**config.mk**
```make
export PLATFORM = sky130hd
export DESIGN_NAME = cau_step
export DESIGN_NICKNAME = d
export VERILOG_FILES = /design/src/sv/cau_pkg.sv /design/src/sv/cau_step.sv
export SDC_FILE = /design/constraint.sdc
export NUM_CORES = 1
export LEC_CHECK = 0
export ABC_AREA = 1
export ABC_CLOCK_PERIOD_IN_PS = 2620
export BUFFER_PORTS_ARGS = -buffer_cell sky130_fd_sc_hd__buf_2
export CORE_AREA = 4 4 385 387
export CTS_CLUSTER_DIAMETER = 40
export CTS_CLUSTER_SIZE = 10
export DETAILED_ROUTE_END_ITERATION = 8
export DIE_AREA = 0 0 389 391
export HOLD_SLACK_MARGIN = 0.15
export PLACE_DENSITY = 0.48
export SLEW_MARGIN = 20
export SYNTH_ARGS = -nofsm -noshare
export SYNTH_HDL_FRONTEND = slang
export SYNTH_SLANG_ARGS = --single-unit
export TNS_END_PERCENT = 20
```
**constraint.sdc**
```tcl
create_clock -name clk -period 2.62 [get_ports clk]
set_input_delay 0.524 -clock clk [delete_from_list [all_inputs] [get_ports clk]]
set_output_delay 0.524 -clock clk [all_outputs]
set_load 0.01 [all_outputs]
```
**src/sv/cau_pkg.sv**
```systemverilog
// ----------------------------------------------------------------------------
// cau_pkg
// shared constants, operation and status codes, pipeline record types and
// saturation helpers for the complex arithmetic unit
// ----------------------------------------------------------------------------
package cau_pkg;

  // default number of fraction bits of the fixed-point operands
  localparam int FRAC_BITS_DEF = 16;

  // quotient and root bits produced by the iterative stages
  localparam int QUO_BITS = 32;

  // operation codes
  localparam logic [2:0] OP_ADD  = 3'd0;
  localparam logic [2:0] OP_SUB  = 3'd1;
  localparam logic [2:0] OP_MUL  = 3'd2;
  localparam logic [2:0] OP_DIV  = 3'd3;
  localparam logic [2:0] OP_NEG  = 3'd4;
  localparam logic [2:0] OP_CONJ = 3'd5;
  localparam logic [2:0] OP_MAG  = 3'd6;

  // status codes
  localparam logic [1:0] ST_OK   = 2'd0;
  localparam logic [1:0] ST_SAT  = 2'd1;
  localparam logic [1:0] ST_DIV0 = 2'd2;

  // one lane of the restoring divider
  typedef struct packed {
    logic [63:0] rem;
    logic [31:0] num;
    logic [31:0] quo;
    logic        big;
    logic        neg;
  } div_lane_t;

  // square root lane
  typedef struct packed {
    logic [63:0] rem;
    logic [31:0] root;
  } sqrt_lane_t;

  // record carried through the iterative stages
  typedef struct packed {
    logic [2:0]  op;
    logic [31:0] re;
    logic [31:0] im;
    logic [1:0]  status;
    logic [63:0] den;
    div_lane_t   dre;
    div_lane_t   dim;
    sqrt_lane_t  sq;
  } pipe_t;

  // clamp a signed value into 32 bits, msb of result is the saturation flag
  function automatic logic [32:0] sat_s66(input logic signed [65:0] x);
    logic [32:0] r;
    if (x > 66'sh0_7FFF_FFFF)       r = {1'b1, 32'h7FFF_FFFF};
    else if (x < -66'sh0_8000_0000) r = {1'b1, 32'h8000_0000};
    else                            r = {1'b0, x[31:0]};
    return r;
  endfunction

  // clamp a sign and magnitude value, msb of result is the saturation flag
  function automatic logic [32:0] sat_sm(input logic neg, input logic [31:0] mag,
                                          input logic big);
    logic [32:0] r;
    if (!neg) begin
      if (big || mag > 32'h7FFF_FFFF) r = {1'b1, 32'h7FFF_FFFF};
      else                            r = {1'b0, mag};
    end else begin
      if (big || mag > 32'h8000_0000) r = {1'b1, 32'h8000_0000};
      else                            r = {1'b0, 32'(0) - mag};
    end
    return r;
  endfunction

endpackage

```
**src/sv/cau_step.sv**
```systemverilog
// ----------------------------------------------------------------------------
// cau_step
// one registered iteration: a restoring divide step on both quotient lanes
// and one digit of the integer square root
// ----------------------------------------------------------------------------
module cau_step import cau_pkg::*; #(
  parameter int BIT = 31
) (
  input  logic  clk,
  input  logic  en,
  input  pipe_t d,
  output pipe_t q_r
);

  pipe_t q_nxt;

  function automatic div_lane_t div_step(input div_lane_t l, input logic [63:0] den);
    div_lane_t   o;
    logic [64:0] t;
    o = l;
    t = {l.rem, l.num[BIT]};
    if (t >= 65'(den)) begin
      o.rem      = 64'(t - 65'(den));
      o.quo[BIT] = 1'b1;
    end else begin
      o.rem      = t[63:0];
    end
    return o;
  endfunction

  // divide lanes and root digit side by side
  always_comb begin
    logic [65:0] trial;
    q_nxt     = d;
    q_nxt.dre = div_step(d.dre, d.den);
    q_nxt.dim = div_step(d.dim, d.den);
    trial     = (66'(d.sq.root) << (BIT + 1)) + (66'(1) << (2 * BIT));
    if (66'(d.sq.rem) >= trial) begin
      q_nxt.sq.rem       = 64'(66'(d.sq.rem) - trial);
      q_nxt.sq.root[BIT] = 1'b1;
    end
  end

  always_ff @(posedge clk) begin
    if (en) begin
      q_r <= q_nxt;
    end
  end

endmodule

```
==> results.ini <==
[run_status]
status = finished, violations left
violations = negative setup slack

[power]
switchingPower_mw = 9.971
power.internal_mw = 21.71
power-per-cell-area_nw_per_um2 = 605.3
p_total_mw = 31.68
seq_power_share = 0.314
ir_worst_vdd_mv = 0.6341
clockPowerShare = 0.416
pwr-share-comb = 0.270
p_sw_frac = 0.3147
power_leakage_nw = 27.56

[synth]
ys_seq_area_frac = 0.4694
synth.avg_cell_area_sq_um = 7.560
yosys.area.top_type = edfxtp_1
synth_fp_nets = 4793
ys_types = 33
synth_top_area_frac = 0.4694
synth_area_sq_um = 31280
netlist_instances = 4138
yosys_warnings = 0
synth_seq_cells = 489
ys_top_cells_by_area = edfxtp_1 47%, nand2_1 20%, inv_1 9.7%, ha_1 6.4%, nand3_1 4.9%

[sta]
rsz0062_at_grt = true
setup_slack_ps = -6.589
relSlewSlack = 0.6142
fin_crit_ps = 2627
fmax_mhz = 380.7
worstMarginPinSlew_ps = 574.2
holdWs_ps = 195.1
finalHoldViolations = 0
finalSetupViolations = 2
maxSlewViolCount = 0
finalCritPeriodShare = 1.003

[placed_design]
port_buffers = 979
place_area_sq_um = 44520
place_inst = 7767
place.gp.congestion = 0.9544
dp_hpwl_um = 154300
post-place-ws_ps = -589.8

[die]
std_cell_rows = 140
die-area_sq_um = 152100
initial_core_util = 0.2159
die_w_um = 389
die_height_um = 391
coreArea_sq_um = 144900
ios = 980

[layout]
final_cell_area_sq_um = 52340
largestRegisters = q_r (489)
regMostFlops = q_r
area_growth_pct = 67.33
largest_register_ffs = 489
drive_gt1_frac = 0.3072
layout.nets = 7012
stdcell_count = 8370

[detailed_routing]
top_layer = met5
met3_length_um = 11230
drt-total-wl_um = 182100
wl_met1_um = 69050
ant_nets = 0
drc = 0
wire_per_inst_um = 21.76
dr.first_iter.drc_count = 2040
wl_met2_um = 92800
num_vias = 35640
post_drt_via_cell_ratio = 4.258
dr.pass1.iters = 7

[min_path]
hold_class = in -> reg

[global_routing]
antenna_found_initial = 47
grt_pass1_vias = 35622
track_usage = 0.2276
grt_pass1_wl_um = 247700
overflow = 0
grt_max_degree = 63

[worst_setup_path]
crit_arrival_ps = 3050
cp_max_fo = 31
required_ps = 3040
crit_path_end_kind = register
worstSetupPathType = in -> reg
worstSetupStartpointType = input port

[clock_network]
cts_made_buffers = 94
tritoncts = yes
ctsRootBufferMaster = clkbuf_16
clk_pin_slew_ps = 50
clock-sinks = 489
cts_buffer_depth = 3
htree_num_levels = 3

[job]
drv_cap = 0

[worst paths after layout]
check | endpoint | from | slack (ps) | depth (start not counted)
hold / removal | q_r[172] | d[171] | 200 | 3
setup / recovery | q_r[312] | d[350] | -7 | 15
[critical path: stages]
cell and delay (ps):
dlygate4sd3_1 530, buf_2 140, ha_1 320, nand2_1 90
nor2_1 100, buf_4 160, nand3b_1 160, nor2_2 170
nand3_1 80, nand3_1 130, nor2_4 80, buf_4 160
clkbuf_16 210, nand3_1 100, nand2_1 60
[area by class of cell]
| type | instances | area [sq um] |
|---|---|---|
| clock inverters | 77 | 1086 |
| well taps | 1917 | 2399 |
| clock buffers | 98 | 2367 |
| multi-input cells | 2788 | 13450 |
| inverters | 814 | 3055 |
| diodes | 17 | 42.54 |
| repair buffers | 2170 | 15260 |
| flip-flops and latches | 489 | 14680 |
| fillers | 15275 | 92520 |
[layout by cell type, fill, tap and decap left out, types with 13 or more instances in the layout]
cell / netlist / routed
nand2_1: 1660 / 1654
edfxtp_1: 489 / 489
nand4_1: 13 / 13
buf_2: 9 / 978
inv_6: 0 / 15
dlygate4sd3_1: 0 / 404
nor2_2: 4 / 14
nor2_1: 268 / 256
ha_1: 161 / 159
nand3b_1: 30 / 30
inv_1: 811 / 811
bufinv_16: 0 / 18
clkbuf_16: 0 / 98
nor3_1: 30 / 28
a21oi_1: 140 / 133
buf_12: 0 / 25
diode_2: 0 / 17
nand3_1: 304 / 302
buf_4: 0 / 755
xor2_1: 72 / 72
o21ai_0: 40 / 36
[power by group through the flow]
stage	registers, mW	logic (mW)	clock network [mW]
final	9.94	8.57	13.2
after floorplan	10.4	2.88	0
after global placement	10.1	7.98	0
after global routing	9.99	9.28	13.9
after CTS	9.95	8.55	13.5
after detailed placement	10.1	8.00	0
[cell usage after synthesis]
cell type  number
fa_1            3
nand2_2         4
buf_6           8
inv_1         811
a21oi_1       140
o21ai_0        40
a21boi_1        1
o21bai_1       10
nand4_1        13
nand3b_1       30
nor2_4          1
xor2_1         72
and3_1          5
nor3_1         30
and2_1          5
inv_2           3
edfxtp_1      489
nand2_1      1660
clkbuf_1       27
buf_1           3
a21o_1          5
nor4_1         11
buf_2           9
nand3_1       304
nor2_2          4
ha_1          161
xnor2_1         7
o21ai_1         2
nor2_1        268
or2_2           4
o21a_1          6
or2_1           1
nor4_2          1
[logic make-up (layout without fill, tap and decap cells)]
group / count (synthesis) / in the layout / share of synthesized area
AOI/OAI and AO/OA: 204 / 204 / 0.03440
xor gates and xnor gates: 79 / 79 / 0.02212
adders and majority gates: 164 / 164 / 0.06632
buffers and inverters: 861 / 3159 / 0.1056
DFF: 489 / 489 / 0.4694
other: 0 / 17 / 0
and+or+nand+nor: 2341 / 2341 / 0.3021
[per-stage QoR]
stage,setup TNS [ps],util
after floorplan,0,-
after global placement,-72670,0.3073
after detailed placement,-73890,0.3073
after CTS,0,0.3591
after global routing,-41.45,0.3611
final,-7.088,0.3613
[layer usage]
| metal | up-vias | global-route usage |
|---|---|---|
| met5 | - | 0 |
| met4 | 22 | 0.09160 |
| met3 | 323 | 0.04985 |
| met2 | 1215 | 0.4242 |
| met1 | 16588 | 0.2495 |
| li1 | 17492 | - |
[what timing repair did]
action,4_1_cts,5_1_grt
gates resized for setup,0,44
hold endpoints to repair,404,0
setup endpoints to repair,0,98
setup buffers,0,3
hold buffers,404,0
(Power assumes the default switching activity.)
